==> config.mk <==
export PLATFORM = sky130hd
export DESIGN_NAME = usb_config_descriptor_endpoint_finder_flat
export DESIGN_NICKNAME = d
export VERILOG_FILES = /design/src/rtl/ucdef_pkg.sv /design/src/rtl/ucdef_ifs.sv /design/src/rtl/usb_config_descriptor_endpoint_finder.sv /design/src/flat_wrapper.sv
export SDC_FILE = /design/constraint.sdc
export NUM_CORES = 1
export LEC_CHECK = 0
export ABC_AREA = 1
export BUFFER_PORTS_ARGS = -buffer_cell sky130_fd_sc_hd__buf_2
export CAP_MARGIN = 20
export CORE_MARGIN = 2
export CORE_UTILIZATION = 40
export CTS_BUF_LIST = sky130_fd_sc_hd__clkbuf_4
export DETAILED_ROUTE_END_ITERATION = 16
export GPL_ROUTABILITY_DRIVEN = 0
export GPL_TIMING_DRIVEN = 0
export PLACE_DENSITY = 0.59
export SYNTH_ARGS = -nofsm -noshare
export SYNTH_HDL_FRONTEND = slang
export SYNTH_SLANG_ARGS = --single-unit
==> constraint.sdc <==
create_clock -name i_clk -period 3 [get_ports i_clk]
set_input_delay 0.3 -clock i_clk [delete_from_list [all_inputs] [get_ports i_clk]]
set_output_delay 0.3 -clock i_clk [all_outputs]
set_load 0.05 [all_outputs]
==> src/rtl/ucdef_pkg.sv <==
package ucdef_pkg;

    localparam int CfgIdxW = 1;
    localparam int CfgDataW = 16;

    localparam logic [CfgIdxW-1:0] CFG_DEVICE_VENDOR  = 1'b0;
    localparam logic [CfgIdxW-1:0] CFG_DEVICE_PRODUCT = 1'b1;

    localparam logic [7:0] DESC_TYPE_INTERFACE = 8'h04;
    localparam logic [7:0] DESC_TYPE_ENDPOINT  = 8'h05;
    localparam logic [7:0] ATTR_BULK           = 8'h02;
    localparam logic [7:0] MIN_DESC_LENGTH     = 8'h02;

    localparam logic [15:0] CDC_VENDOR     = 16'h2341;
    localparam logic [15:0] CDC_PRODUCT    = 16'h0001;
    localparam logic [15:0] BRIDGE_VENDOR  = 16'h0403;
    localparam logic [15:0] BRIDGE_PRODUCT = 16'h6001;

    localparam logic [7:0] OFF_LENGTH  = 8'd0;
    localparam logic [7:0] OFF_TYPE    = 8'd1;
    localparam logic [7:0] OFF_ADDRESS = 8'd2;
    localparam logic [7:0] OFF_ATTR    = 8'd3;

    typedef enum logic [1:0] {
        KIND_UNKNOWN = 2'd0,
        KIND_CDC     = 2'd1,
        KIND_BRIDGE  = 2'd2
    } t_kind;

    typedef enum logic [1:0] {
        STATUS_FOUND     = 2'd0,
        STATUS_NOT_FOUND = 2'd1,
        STATUS_MALFORMED = 2'd2
    } t_status;

    function automatic t_kind kind_from_ids(input logic [15:0] vendor,
                                            input logic [15:0] product);
        t_kind k;
        k = KIND_UNKNOWN;
        if (vendor == CDC_VENDOR && product == CDC_PRODUCT) begin
            k = KIND_CDC;
        end else if (vendor == BRIDGE_VENDOR && product == BRIDGE_PRODUCT) begin
            k = KIND_BRIDGE;
        end
        return k;
    endfunction

endpackage

==> src/rtl/ucdef_ifs.sv <==
interface ucdef_in_if;
    logic       valid;
    logic       ready;
    logic [7:0] data_byte;
    logic       last_byte;

    modport source (output valid, output data_byte, output last_byte, input ready);
    modport sink (input valid, input data_byte, input last_byte, output ready);
endinterface

interface ucdef_out_if;
    logic       valid;
    logic       ready;
    logic [1:0] status;
    logic [7:0] in_endpoint;
    logic [7:0] out_endpoint;
    logic [1:0] device_kind;

    modport source (output valid, output status, output in_endpoint,
                    output out_endpoint, output device_kind, input ready);
    modport sink (input valid, input status, input in_endpoint,
                  input out_endpoint, input device_kind, output ready);
endinterface

==> src/rtl/usb_config_descriptor_endpoint_finder.sv <==
// a result is registered and appears in the cycle after the item carrying the last-byte mark is taken
// throughput: one byte item per cycle while the input is not held off, set by the combinational descriptor walk
// input is held off only while a finished result waits to be taken
// reset (synchronous, active low) clears the id registers, the walk state and
// the result valid flag; every set starts again with kind unknown
module usb_config_descriptor_endpoint_finder (
    input  logic                                i_clk,
    input  logic                                i_rst_n,
    input  logic                                i_cfg_we,
    input  logic [ucdef_pkg::CfgIdxW-1:0]       i_cfg_index,
    input  logic [ucdef_pkg::CfgDataW-1:0]      i_cfg_data,
    ucdef_in_if.sink                            i_in_item,
    ucdef_out_if.source                         o_out_item
);

    logic [15:0]      r_vendor;
    logic [15:0]      r_product;

    logic [7:0]       r_byte_offset, n_byte_offset;
    logic [7:0]       r_desc_length, n_desc_length;
    logic [7:0]       r_desc_type, n_desc_type;
    logic [7:0]       r_ep_address, n_ep_address;
    logic [7:0]       r_found_in, n_found_in;
    logic [7:0]       r_found_out, n_found_out;
    ucdef_pkg::t_kind r_kind, n_kind;
    logic             r_search_done, n_search_done;
    logic             r_malformed, n_malformed;

    logic             r_out_valid;
    ucdef_pkg::t_status r_out_status, n_out_status;
    logic [7:0]       r_out_in_ep;
    logic [7:0]       r_out_out_ep;
    ucdef_pkg::t_kind r_out_kind;

    logic             accept;
    logic             at_boundary;
    logic [8:0]       next_off_wide;
    logic [7:0]       b;

    assign i_in_item.ready = !r_out_valid || o_out_item.ready;
    assign accept          = i_in_item.valid && i_in_item.ready;
    assign b               = i_in_item.data_byte;

    always_ff @(posedge i_clk) begin
        if (!i_rst_n) begin
            r_vendor  <= '0;
            r_product <= '0;
        end else if (i_cfg_we) begin
            case (i_cfg_index)
                ucdef_pkg::CFG_DEVICE_VENDOR:  r_vendor  <= i_cfg_data;
                ucdef_pkg::CFG_DEVICE_PRODUCT: r_product <= i_cfg_data;
                default: ;
            endcase
        end
    end

    // one byte of the descriptor walk
    always_comb begin
        n_byte_offset = r_byte_offset;
        n_desc_length = r_desc_length;
        n_desc_type   = r_desc_type;
        n_ep_address  = r_ep_address;
        n_found_in    = r_found_in;
        n_found_out   = r_found_out;
        n_kind        = r_kind;
        n_search_done = r_search_done;
        n_malformed   = r_malformed;
        at_boundary   = 1'b1;
        next_off_wide = {1'b0, r_byte_offset} + 9'd1;

        if (!r_search_done && !r_malformed) begin
            case (r_byte_offset)
                ucdef_pkg::OFF_LENGTH: begin
                    n_desc_length = b;
                end
                ucdef_pkg::OFF_TYPE: begin
                    n_desc_type = b;
                    if (b == ucdef_pkg::DESC_TYPE_INTERFACE) begin
                        n_kind      = ucdef_pkg::kind_from_ids(r_vendor, r_product);
                        n_found_in  = '0;
                        n_found_out = '0;
                    end
                end
                ucdef_pkg::OFF_ADDRESS: begin
                    n_ep_address = b;
                end
                ucdef_pkg::OFF_ATTR: begin
                    if (r_desc_type == ucdef_pkg::DESC_TYPE_ENDPOINT
                        && r_kind != ucdef_pkg::KIND_UNKNOWN
                        && b == ucdef_pkg::ATTR_BULK) begin
                        if (r_ep_address[7]) begin
                            if (r_found_in == '0) n_found_in = r_ep_address;
                        end else begin
                            if (r_found_out == '0) n_found_out = r_ep_address;
                        end
                    end
                end
                default: ;
            endcase

            if (r_byte_offset == ucdef_pkg::OFF_LENGTH
                && b < ucdef_pkg::MIN_DESC_LENGTH) begin
                n_malformed = 1'b1;
                at_boundary = 1'b0;
            end else if (next_off_wide >= {1'b0, n_desc_length}) begin
                n_byte_offset = '0;
                at_boundary   = 1'b1;
            end else begin
                n_byte_offset = next_off_wide[7:0];
                at_boundary   = 1'b0;
            end

            if (at_boundary && n_found_in != '0 && n_found_out != '0) begin
                n_search_done = 1'b1;
            end
        end

        if (n_search_done) begin
            n_out_status = ucdef_pkg::STATUS_FOUND;
        end else if (n_malformed || !at_boundary) begin
            n_out_status = ucdef_pkg::STATUS_MALFORMED;
        end else begin
            n_out_status = ucdef_pkg::STATUS_NOT_FOUND;
        end
    end

    always_ff @(posedge i_clk) begin
        if (!i_rst_n) begin
            r_byte_offset <= '0;
            r_desc_length <= '0;
            r_desc_type   <= '0;
            r_ep_address  <= '0;
            r_found_in    <= '0;
            r_found_out   <= '0;
            r_kind        <= ucdef_pkg::KIND_UNKNOWN;
            r_search_done <= 1'b0;
            r_malformed   <= 1'b0;
        end else if (accept) begin
            if (i_in_item.last_byte) begin
                r_byte_offset <= '0;
                r_desc_length <= '0;
                r_desc_type   <= '0;
                r_ep_address  <= '0;
                r_found_in    <= '0;
                r_found_out   <= '0;
                r_kind        <= ucdef_pkg::KIND_UNKNOWN;
                r_search_done <= 1'b0;
                r_malformed   <= 1'b0;
            end else begin
                r_byte_offset <= n_byte_offset;
                r_desc_length <= n_desc_length;
                r_desc_type   <= n_desc_type;
                r_ep_address  <= n_ep_address;
                r_found_in    <= n_found_in;
                r_found_out   <= n_found_out;
                r_kind        <= n_kind;
                r_search_done <= n_search_done;
                r_malformed   <= n_malformed;
            end
        end
    end

    // result register
    always_ff @(posedge i_clk) begin
        if (!i_rst_n) begin
            r_out_valid <= 1'b0;
        end else if (accept && i_in_item.last_byte) begin
            r_out_valid <= 1'b1;
        end else if (o_out_item.ready) begin
            r_out_valid <= 1'b0;
        end
    end

    always_ff @(posedge i_clk) begin
        if (accept && i_in_item.last_byte) begin
            r_out_status <= n_out_status;
            r_out_kind   <= n_kind;
            if (n_out_status == ucdef_pkg::STATUS_MALFORMED) begin
                r_out_in_ep  <= '0;
                r_out_out_ep <= '0;
            end else begin
                r_out_in_ep  <= n_found_in;
                r_out_out_ep <= n_found_out;
            end
        end
    end

    assign o_out_item.valid        = r_out_valid;
    assign o_out_item.status       = r_out_status;
    assign o_out_item.in_endpoint  = r_out_in_ep;
    assign o_out_item.out_endpoint = r_out_out_ep;
    assign o_out_item.device_kind  = r_out_kind;

`ifndef SYNTHESIS
    a_done_has_both: assert property (@(posedge i_clk) disable iff (!i_rst_n)
        r_search_done |-> (r_found_in != '0 && r_found_out != '0))
        else $error("search done without both endpoints");

    a_done_not_malformed: assert property (@(posedge i_clk) disable iff (!i_rst_n)
        !(r_search_done && r_malformed))
        else $error("search done and malformed together");

    a_last_clears_set: assert property (@(posedge i_clk) disable iff (!i_rst_n)
        (accept && i_in_item.last_byte) |=>
        (r_byte_offset == '0 && r_kind == ucdef_pkg::KIND_UNKNOWN
         && !r_search_done && !r_malformed && r_out_valid))
        else $error("set state not cleared after last byte");

    a_malformed_no_eps: assert property (@(posedge i_clk) disable iff (!i_rst_n)
        (r_out_valid && r_out_status == ucdef_pkg::STATUS_MALFORMED) |->
        (r_out_in_ep == '0 && r_out_out_ep == '0))
        else $error("malformed result carries endpoints");
`endif

endmodule

==> src/flat_wrapper.sv <==
// flat-port wrapper written by rule: the top's interface ports become plain ports
module usb_config_descriptor_endpoint_finder_flat 
  (i_clk, i_rst_n, i_cfg_we, i_cfg_index, i_cfg_data, i_in_item_valid, i_in_item_data_byte, i_in_item_last_byte, i_in_item_ready, o_out_item_valid, o_out_item_status, o_out_item_in_endpoint, o_out_item_out_endpoint, o_out_item_device_kind, o_out_item_ready);
  ucdef_in_if i_in_item_i ();
  ucdef_out_if o_out_item_i ();
  input  logic i_clk;
  input  logic i_rst_n;
  input  logic i_cfg_we;
  input  logic [ucdef_pkg::CfgIdxW-1:0] i_cfg_index;
  input  logic [ucdef_pkg::CfgDataW-1:0] i_cfg_data;
  input wire logic [$bits(i_in_item_i.valid)-1:0] i_in_item_valid;
  input wire logic [$bits(i_in_item_i.data_byte)-1:0] i_in_item_data_byte;
  input wire logic [$bits(i_in_item_i.last_byte)-1:0] i_in_item_last_byte;
  output wire logic [$bits(i_in_item_i.ready)-1:0] i_in_item_ready;
  output wire logic [$bits(o_out_item_i.valid)-1:0] o_out_item_valid;
  output wire logic [$bits(o_out_item_i.status)-1:0] o_out_item_status;
  output wire logic [$bits(o_out_item_i.in_endpoint)-1:0] o_out_item_in_endpoint;
  output wire logic [$bits(o_out_item_i.out_endpoint)-1:0] o_out_item_out_endpoint;
  output wire logic [$bits(o_out_item_i.device_kind)-1:0] o_out_item_device_kind;
  input wire logic [$bits(o_out_item_i.ready)-1:0] o_out_item_ready;
  assign i_in_item_i.valid = i_in_item_valid;
  assign i_in_item_i.data_byte = i_in_item_data_byte;
  assign i_in_item_i.last_byte = i_in_item_last_byte;
  assign i_in_item_ready = i_in_item_i.ready;
  assign o_out_item_valid = o_out_item_i.valid;
  assign o_out_item_status = o_out_item_i.status;
  assign o_out_item_in_endpoint = o_out_item_i.in_endpoint;
  assign o_out_item_out_endpoint = o_out_item_i.out_endpoint;
  assign o_out_item_device_kind = o_out_item_i.device_kind;
  assign o_out_item_i.ready = o_out_item_ready;
  usb_config_descriptor_endpoint_finder u_core (.i_clk(i_clk), .i_rst_n(i_rst_n), .i_cfg_we(i_cfg_we), .i_cfg_index(i_cfg_index), .i_cfg_data(i_cfg_data), .i_in_item(i_in_item_i), .o_out_item(o_out_item_i));
endmodule
==> impl_metrics.ini, run 1 <==
[setup_path]
cp-end-kind = flop
cp.buffers_inverters = 3
crit_path_frequent_cell = nor2_2
cp.required_ns = 3.25
crit_chain = ha_2 > nand3_2 > nor2_2 > nand2_1 > xor2_2 > ha_1 > nand2_2 > nand3b_1 > nor2_2 > nor2_2 > nand3_4 > nand2_4 > o21ai_4 > buf_12 > buf_12 > o211ai_1 > inv_1
crit_type = flop to flop
critical-path-max-stage-delay_ns = 0.41
path_depth = 17
critPathMaxFanout = 6
cp.arrival_ns = 3.05
start_kind = flop
cp_top_family = simple AND/OR/NAND/NOR gates
crit_slowest_cell = dfxtp_4
r2r_cells = 17

[timing]
slew_viol_final = 0
tightest_slew_ns = 0.679
min_period_over_period_pct = 93.5
fmaxAchievable_ghz = 0.357
finalCriticalPeriod_ns = 2.80
slew_headroom_pct = 54.7
setup_viol = 0
finalClockSkew_ns = 0.0224
hold_violations = 0

[synth]
synthSimpleGateAreaFrac_pct = 32.2
netlist_area_sq_um = 5490
yosys_warnings = 0
yosys.area.top_type = dfxtp_1
yosysTopAreaCellShare_pct = 31.0
synth_cell_type_count = 41
synth-seq-cells = 105
synthAdderAreaFrac_pct = 2.73
ys.flop_type = dfxtp_1
syn-num-nets = 830
synth_area_leaders = dfxtp_1 31%, nand2_1 13%, edfxtp_1 11%, nor2_1 8.3%, inv_1 6.3%
synth.most_common_cell = nand2_1
synth_compound_area_share_pct = 13.0
async_flop_share_pct = 0
synth_top_family_by_area = simple AND/OR/NAND/NOR gates
postSynthCellCount = 787
seq_area_frac_synth_pct = 41.9
syn_avg_cell_area_sq_um = 6.98
synth_common_cells = 195 x nand2_1, 121 x nor2_1, 92 x inv_1
synth_edf_count = 20
muxShareOfSynthArea_pct = 0
synth_xor_area_share_pct = 0.957

[flow_run]
maxCapViolations = 0

[power]
peakVddDrop_mv = 0.192
p_leak_nw = 2.83
powerDensity_nw_per_um2 = 419

[routing]
routedWlPerCell_um = 13.3
viasPerCell = 4.80
drt_wl_total_um = 13900
ant_nets = 0
dr.pass1.iters = 5
drtIter0Drc = 286
drc_errors = 0
num_vias = 5008

[outcome]
status = complete, no violations

[clocking]
htreeDepth = 3
clock_path_buffers = 2
path_clk_slew_ns = 0.16
cts_tree = done
cts.sinks = 105
clk_latency_ns = 0.49
root_buffer = clkbuf_4
cts-buffers-inserted = 9

[placed_design]
port_buffers = 50
place_hpwl_um = 10300
dp_cells = 1014

[layout]
fill_cells = 1420
final_cells = 1044
drive_above_1_share_pct = 18.5
fin_util_pct = 48.4
area_growth_pct = 17.6
nNetsFinal = 905

[floorplanning]
die_h_um = 121
initial_core_util_pct = 41.2
die_area_sq_um = 14700
core_area_sq_um = 13300
io_pins = 53
rows = 42
fp.dieW_um = 121

[global_routing]
grt_pass1_vias = 4728
antenna_found_initial = 1
grt_usage_pct = 19.8
gr-total-overflow = 0
grt_max_degree = 18
grt_pass1_wl_um = 23000

[worst_hold_path]
hp-class = input pin to flop
whs_path_depth = 3
[logic make-up (layout without fill, tap and decap cells)]
logic type | after synthesis | after routing
fa+ha+maj | 12 | 12
compound gates | 128 | 128
buf+inv | 130 | 210
simple gates | 406 | 406
xor+xnor | 6 | 6
flops | 105 | 105
other cells | 0 | 1
[layout by cell type, fill, tap and decap left out, types with 3 or more instances in the layout]
cell type,instances
ha_1,9
nor4_1,3
nand3_1,37
o21ai_0,40
o21ai_1,7
xor2_1,5
buf_2,56
nor2_1,118
dfxtp_1,79
inv_2,13
a21oi_1,49
nand4_1,10
nand2_1,192
o22ai_1,6
edfxtp_1,20
inv_1,91
o211ai_1,6
nor2_4,5
nand3b_1,5
nand2_2,14
buf_4,9
o21ai_2,10
nor2_2,8
a31oi_1,4
dfxtp_4,4
clkbuf_1,15
clkbuf_4,9
[per-stage QoR]
step | setup WS (ns) | area [sq um] | power (W) | hold slack [ns] | setup TNS, ns
global route | -0.0392 | 6460 | 0.00284 | 0.00737 | -0.0996
floorplan | 0.297 | 5500 | 0.00175 | 0.430 | 0
global placement | -0.255 | 5970 | 0.00185 | 0.448 | -2.26
detailed placement | -0.287 | 5990 | 0.00186 | 0.451 | -2.81
finish | 0.195 | 6460 | 0.00270 | 0.0384 | 0
CTS | 0.0223 | 6270 | 0.00271 | 0.00324 | 0
[report_power, final]
group	total, W	internal, W	switching [W]	leakage (nW)
registers	0.00150	0.00148	0.0000223	0.886
clock network	0.000835	0.000340	0.000496	0.0862
logic	0.000368	0.000124	0.000243	1.86
total	0.00270	0.00194	0.000761	2.83
[sequential cells by signal, summed over array words and instances (netlist names)]
name / count
u_core.o_out_item.device_kind: 2
u_core.o_out_item.in_endpoint: 8
u_core.o_out_item.out_endpoint: 8
u_core.o_out_item.status: 2
u_core.o_out_item.valid: 1
u_core.r_byte_offset: 8
u_core.r_desc_length: 8
u_core.r_desc_type: 8
u_core.r_ep_address: 8
u_core.r_found_in: 8
u_core.r_found_out: 8
u_core.r_kind: 2
u_core.r_malformed: 1
u_core.r_product: 16
u_core.r_search_done: 1
u_core.r_vendor: 16
[worst reg2reg max path: cells and delay by family (launching register included)]
kind            cells  cell delay, ns
fa+ha+maj           2            0.55
xor+xnor            1            0.16
compound gates      2            0.14
buf+inv             3            0.33
simple gates        9            0.96
flops               1            0.41
[cell type report]
cell class	count	area, sq um	share of cell area [%]
sequential	105	2320	35.9
antenna	1	2.50	0.0387
timing repair buffer	64	440	6.82
multi-input combinational	552	2800	43.3
clock inverter	7	92.6	1.43
clock buffer	9	67.6	1.05
inverter	104	390	6.04
buffer	26	131	2.03
tap	176	220	3.41
[final timing paths]
kind | end | slack [ns] | startpoint
hold reg to reg | u_core.r_vendor[14] | 0.47 | u_core.r_vendor[14]
setup / recovery | u_core.o_out_item.out_endpoint[6] | 0.20 | u_core.r_byte_offset[0]
hold / removal | u_core.r_vendor[5] | 0.04 | i_cfg_data[5]
setup reg to reg | u_core.o_out_item.out_endpoint[6] | 0.20 | u_core.r_byte_offset[0]
[repair_timing]
item	4_1_cts	5_1_grt
cloned	1	1
hold buffers	1	0
endpoints found under the hold margin	1	0
pin swaps	2	11
endpoints found under the setup margin	18	18
gates resized for setup	11	35
buffers inserted	3	7
[routing by layer]
metal / GRT usage [%] / part of all wire (%)
met3: 4.32 / 3.5
met1: 26.8 / 49
met2: 32.3 / 47
met5: 0 / 0
met4: 4.74 / 0.92
Note: power is estimated with default switching activity, not from simulation.
==> run 2, diff against run 1 <==
--- a/config.mk
+++ b/config.mk
@@ -6,15 +6,15 @@
 export NUM_CORES = 1
 export LEC_CHECK = 0
 export ABC_AREA = 1
-export BUFFER_PORTS_ARGS = -buffer_cell sky130_fd_sc_hd__buf_2
 export CAP_MARGIN = 20
 export CORE_MARGIN = 2
 export CORE_UTILIZATION = 40
 export CTS_BUF_LIST = sky130_fd_sc_hd__clkbuf_4
 export DETAILED_ROUTE_END_ITERATION = 16
+export DONT_BUFFER_PORTS = 1
 export GPL_ROUTABILITY_DRIVEN = 0
 export GPL_TIMING_DRIVEN = 0
-export PLACE_DENSITY = 0.59
+export PLACE_DENSITY = 0.55
 export SYNTH_ARGS = -nofsm -noshare
 export SYNTH_HDL_FRONTEND = slang
 export SYNTH_SLANG_ARGS = --single-unit
==> run 2 against run 1 <==
  * Non-clock buffer count down 36
  * Sequential share of layout area up 1.2 points
  * Global-route usage rose by 0.53 points
  * Count of clock-buffer cells in the layout is 2 higher
  * Critical endpoint is now u_core.o_out_item.out_endpoint[2]
==> impl_metrics.ini, run 2 (same netlist as run 1, synthesis figures left out) <==
[clocking]
clock_path_buffers = 2
root_buffer = clkbuf_4
htreeDepth = 3
cts.sinks = 105
path_clk_slew_ns = 0.16
clk_latency_ns = 0.50
cts-buffers-inserted = 9
cts_tree = done

[timing]
fmaxAchievable_ghz = 0.352
tightest_slew_ns = 0.641
finalClockSkew_ns = 0.0345
min_period_over_period_pct = 94.7
setup_viol = 0
slew_headroom_pct = 57.2
hold_violations = 0
slew_viol_final = 0
finalCriticalPeriod_ns = 2.84
fin_ws_ns = 0.158
hold_ws_ns = 0.0376

[worst_hold_path]
hold_end = u_core.r_desc_type[7]
min-delay-start = i_in_item_data_byte[7]
hp-class = input pin to flop
whs_path_depth = 4

[outcome]
status = complete, no violations

[layout]
drive_above_1_share_pct = 12.0
fill_cells = 1413
multiInputGateArea_sq_um = 2750
register_area_sq_um = 2320
area_growth_pct = 14.0
final_common_cell = nand2_1
final_cell_mix = 194 x nand2_1, 119 x nor2_1, 90 x inv_1
nNetsFinal = 869
fin_util_pct = 46.9
reg_top3 = u_core.r_product x16, u_core.r_vendor x16

[power]
p_leak_nw = 2.66
clkPwrFrac_pct = 27.4
powerDensity_nw_per_um2 = 404
pwr-share-comb_pct = 11.8
power.internal_w = 0.00179
peakVddDrop_mv = 0.232
pwr-share-seq_pct = 60.8
swShare_pct = 29.4
p_sw_w = 0.000743

[floorplanning]
initial_core_util_pct = 41.2
die_h_um = 121
io_pins = 53
fp.dieW_um = 121
rows = 42
core_area_sq_um = 13300
die_area_sq_um = 14700

[global_routing]
grt_max_degree = 18
antenna_found_initial = 1
grt_pass1_wl_um = 23500
use_met3_pct = 3.62
top_usage_layer = met2
grt_pass1_vias = 4838
grt_use_met2_pct = 34.1
use_met1_pct = 25.8
gr-total-overflow = 0
grt_usage_pct = 20.3

[setup_path]
r2r_cells = 17
start_kind = flop
cp.buffers_inverters = 5
r2r_end = u_core.o_out_item.out_endpoint[2]
cp.arrival_ns = 3.08
rr_startpoint = u_core.r_byte_offset[2]
cp-end-kind = flop
critical-path-max-stage-delay_ns = 0.40
cp.required_ns = 3.24
rrSetupSlack_ns = 0.16
crit_chain = buf_12 > nor2_4 > nand3_4 > buf_8 > o21ai_1 > ha_1 > nand2_1 > o21a_1 > nor2_1 > nor2_2 > nand3_4 > nand2_4 > o21ai_4 > buf_12 > buf_12 > o211ai_1 > inv_1
crit_type = flop to flop
crit_path_frequent_cell = buf_12
worstSetupStartpoint = u_core.r_byte_offset[2]
critPathMaxFanout = 10
cp_top_family = simple AND/OR/NAND/NOR gates
crit_slowest_cell = dfxtp_4

[routing]
drt_wl_total_um = 14300
drc_errors = 0
num_vias = 5052
drtIter0Drc = 313
dr.pass1.iters = 5
ant_nets = 0
routedWlPerCell_um = 14.2
viasPerCell = 5.01

[placed_design]
place_hpwl_um = 10700
port_buffers = 0
dpl_worst_slack_ns = -0.300

[flow_run]
maxCapViolations = 0
[run 2: cell types whose count changed in the layout (fill, tap and decap cells not counted), sizes merged]
cell / change
bufinv: -2
inv: +1
clkbuf: +1
diode: +1
dlygate4sd3: +15
clkinvlp: -1
buf: -50
[run 2: layer usage]
| layer | share of wire (%) | wire (um) |
|---|---|---|
| met5 | 0 | 0 |
| met4 | 2.4 | 347 |
| met2 | 48 | 6850 |
| met3 | 4.5 | 646 |
| met1 | 45 | 6450 |
[run 2: how the worst max path moves through the flow]
stage / endpoint / slack, ns / cells after the start
6_report: u_core.o_out_item.out_endpoint[2] / 0.16 / 17
5_1_grt: u_core.o_out_item.out_endpoint[6] / -0.02 / 16
4_1_cts: u_core.o_out_item.out_endpoint[6] / 0.02 / 18
3_5_place_dp: u_core.o_out_item.status[1] / -0.30 / 16
3_3_place_gp: u_core.r_byte_offset[0] / -0.43 / 8
2_1_floorplan: u_core.o_out_item.status[1] / 0.30 / 14
[run 2: final cells by class]
| class | count | area share [%] |
|---|---|---|
| diodes | 2 | 0.0800 |
| well taps | 176 | 3.52 |
| plain buffers | 26 | 2.10 |
| repair buffers | 28 | 5.24 |
| multi-input cells | 552 | 43.9 |
| inverters | 104 | 6.24 |
| flip-flops and latches | 105 | 37.1 |
| clock buffers | 11 | 1.32 |
| clock inverters | 5 | 0.580 |
[run 2: what timing repair did]
| action | in CTS | in global routing |
|---|---|---|
| endpoints found under the setup margin | 19 | 41 |
| pin swaps | 2 | 6 |
| resized for setup | 12 | 23 |
| cloned | 1 | 0 |
| endpoints found under the hold margin | 30 | 0 |
| setup buffers | 4 | 6 |
| hold buffers | 16 | 0 |
[run 2: stage by stage]
step | TNS [ns] | instance area, sq um | power (W) | std cells
floorplan | 0 | 5500 | 0.00175 | 787
global placement | -7.34 | 5720 | 0.00181 | 963
detailed placement | -3.06 | 5740 | 0.00183 | 964
CTS | 0 | 6120 | 0.00255 | 1001
global route | -0.0174 | 6260 | 0.00266 | 1009
finish | 0 | 6260 | 0.00253 | 1009
[run 2: worst register-to-register path, stage by stage (launching register included)]
cell	delay (ns)
dfxtp_4	0.40
buf_12	0.13
nor2_4	0.19
nand3_4	0.15
buf_8	0.17
o21ai_1	0.21
ha_1	0.27
nand2_1	0.12
o21a_1	0.13
nor2_1	0.05
nor2_2	0.12
nand3_4	0.11
nand2_4	0.10
o21ai_4	0.07
buf_12	0.14
buf_12	0.12
o211ai_1	0.08
inv_1	0.07
[run 2: power by group through the flow]
stage               combinational (W)  clock, W  sequential [W]
floorplan                    0.000188         0         0.00157
global placement             0.000244         0         0.00157
detailed placement           0.000255         0         0.00157
CTS                          0.000286  0.000724         0.00154
global route                 0.000339  0.000782         0.00154
finish                       0.000298  0.000693         0.00154
==> run 3, diff against run 2 <==
--- a/config.mk
+++ b/config.mk
@@ -7,6 +7,7 @@
 export LEC_CHECK = 0
 export ABC_AREA = 1
 export CAP_MARGIN = 20
+export CORE_ASPECT_RATIO = 1.25
 export CORE_MARGIN = 2
 export CORE_UTILIZATION = 40
 export CTS_BUF_LIST = sky130_fd_sc_hd__clkbuf_4
@@ -15,6 +16,7 @@
 export GPL_ROUTABILITY_DRIVEN = 0
 export GPL_TIMING_DRIVEN = 0
 export PLACE_DENSITY = 0.55
+export SLEW_MARGIN = 40
 export SYNTH_ARGS = -nofsm -noshare
 export SYNTH_HDL_FRONTEND = slang
 export SYNTH_SLANG_ARGS = --single-unit
==> constraint.sdc (replaced) <==
create_clock -name i_clk -period 2.95 [get_ports i_clk]
set_input_delay 0.295 -clock i_clk [delete_from_list [all_inputs] [get_ports i_clk]]
set_output_delay 0.295 -clock i_clk [all_outputs]
set_load 0.05 [all_outputs]
==> run 3 against run 2 <==
  * Sequential share of layout area is 0.43 points lower
  * Critical endpoint is now u_core.o_out_item.out_endpoint[6]
  * Global-route usage rose by 0.67 points
  * Combinational power up 7.4%
  * Count of clock-buffer cells in the layout down 1
  * Clock skew down 0.015 ns
  * Flip-flop and latch count unchanged
  * Power increased by 6.6%
==> impl_metrics.ini, run 3 (same netlist as run 1, synthesis figures left out) <==
[setup_path]
critical-path-max-stage-delay_ns = 0.41
cp.required_ns = 3.22
critPathMaxFanout = 6
crit_type = flop to flop
crit_slowest_cell = dfxtp_4
cp.arrival_ns = 3.10
crit_chain = inv_1 > ha_4 > nand3_4 > buf_6 > nand2_1 > o21ai_2 > ha_1 > buf_4 > a21oi_2 > o21a_1 > nor2_1 > nor2_2 > nand3_4 > nand2_4 > o21ai_4 > buf_12 > o211ai_1 > inv_1
start_kind = flop
cp-end-kind = flop

[routing]
drc_errors = 0
routedWlPerCell_um = 14.6
dr.pass1.iters = 5
viasPerCell = 5.10
drtIter0Drc = 170
drt_wl_total_um = 14700
ant_nets = 0
num_vias = 5142

[timing]
hold_violations = 0
slew_headroom_pct = 53.9
fmaxAchievable_ghz = 0.354
setup_viol = 0
min_period_over_period_pct = 95.9
setup_tns_ns = 0
finalClockSkew_ns = 0.0190
finalCriticalPeriod_ns = 2.83
tightest_slew_ns = 0.691
slew_viol_final = 0

[clocking]
htreeDepth = 3
cts.sinks = 105
clock_path_buffers = 2
cts_tree = done
root_buffer = clkbuf_4
cts-buffers-inserted = 9
clk_latency_ns = 0.51
path_clk_slew_ns = 0.17

[layout]
final_common_cell = nand2_1
final_cell_mix = 191 x nand2_1, 119 x nor2_1, 91 x inv_1
reg_top3 = u_core.r_product x16, u_core.r_vendor x16
area_growth_pct = 15.2
drive_above_1_share_pct = 13.3
final_cells = 1008
nNetsFinal = 875
n_antenna_cell = 0

[outcome]
status = complete, no violations

[flow_run]
maxCapViolations = 0

[worst_hold_path]
hp-class = input pin to flop

[global_routing]
grt_max_degree = 19
antenna_found_initial = 0
use_met1_pct = 26.3
grt_use_met2_pct = 34.9
gr-total-overflow = 0
top_usage_layer = met2
grt_usage_pct = 21.0
grt_pass1_vias = 4955
use_met3_pct = 4.15
grt_pass1_wl_um = 23900

[placed_design]
dp_cells = 958
port_buffers = 0
place_hpwl_um = 10700

[floorplanning]
rows = 47
die_area_sq_um = 14700
die_h_um = 135
core_area_sq_um = 13300
initial_core_util_pct = 41.1
fp.dieW_um = 109
io_pins = 53

[power]
powerDensity_nw_per_um2 = 426
p_leak_nw = 2.69
peakVddDrop_mv = 0.229
[run 3: cell types whose count changed in the layout (fill, tap and decap cells not counted), sizes merged]
cell,before,now
dlygate4sd3,16,19
diode,2,0
clkinv,2,3
inv,107,106
nor2,131,132
buf,23,24
bufinv,0,1
[run 3: routing by layer]
metal	part of all wire (%)	vias up	wire length [um]
met5	0	-	0
met4	3.4	0	493
met3	4.8	37	700
met2	48	130	7080
met1	44	2364	6440
li1	-	2611	-
[run 3: timing repair]
action	4_1_cts	5_1_grt
endpoints found under the hold margin	35	0
cloned	1	2
hold buffers	19	0
buffers inserted	2	10
endpoints found under the setup margin	25	41
resized for setup	7	36
pin swaps	3	14
[run 3: worst paths after layout]
check | start | end | slack [ns] | cells after the start
setup reg to reg | u_core.r_byte_offset[0] | u_core.o_out_item.out_endpoint[6] | 0.12 | 18
hold reg to reg | u_core.r_vendor[14] | u_core.r_vendor[14] | 0.47 | 2
setup / recovery | u_core.r_byte_offset[0] | u_core.o_out_item.out_endpoint[6] | 0.12 | 18
hold / removal | i_in_item_data_byte[7] | u_core.r_desc_type[7] | 0.04 | 4
[run 3: power by group]
| part | switching (W) | internal (W) | total, W | leakage (nW) |
|---|---|---|---|---|
| clock network | 0.000526 | 0.000283 | 0.000809 | 0.0848 |
| registers | 0.0000600 | 0.00151 | 0.00157 | 0.886 |
| logic | 0.000203 | 0.000118 | 0.000320 | 1.72 |
| total | 0.000789 | 0.00191 | 0.00270 | 2.69 |
[run 3: area by class of cell]
class,count,area (sq um)
inverter,104,390
fill,1343,7020
clock inverter,6,75.1
timing repair buffer,33,323
clock buffer,10,75.1
sequential,105,2320
multi-input combinational,553,2810
tap,171,214
buffer,26,128
[run 3: metrics by stage]
stage	power (W)	area [sq um]	setup slack, ns	hold WS, ns	utilization, %
floorplan	0.00178	5500	0.247	0.430	-
global placement	0.00185	5710	-0.457	0.436	42.8
detailed placement	0.00185	5710	-0.296	0.437	42.8
CTS	0.00270	6100	0.00395	0.00120	45.7
global route	0.00283	6330	-0.0525	0.0207	47.4
finish	0.00270	6330	0.122	0.0434	47.4
[run 3: critical path, delay by kind of cell (launching register included)]
kind	cells	cell delay [ns]
buffers and inverters	5	0.64
and+or+nand+nor	6	0.59
adders and majority gates	2	0.49
AOI/OAI and AO/OA	5	0.48
DFF	1	0.41
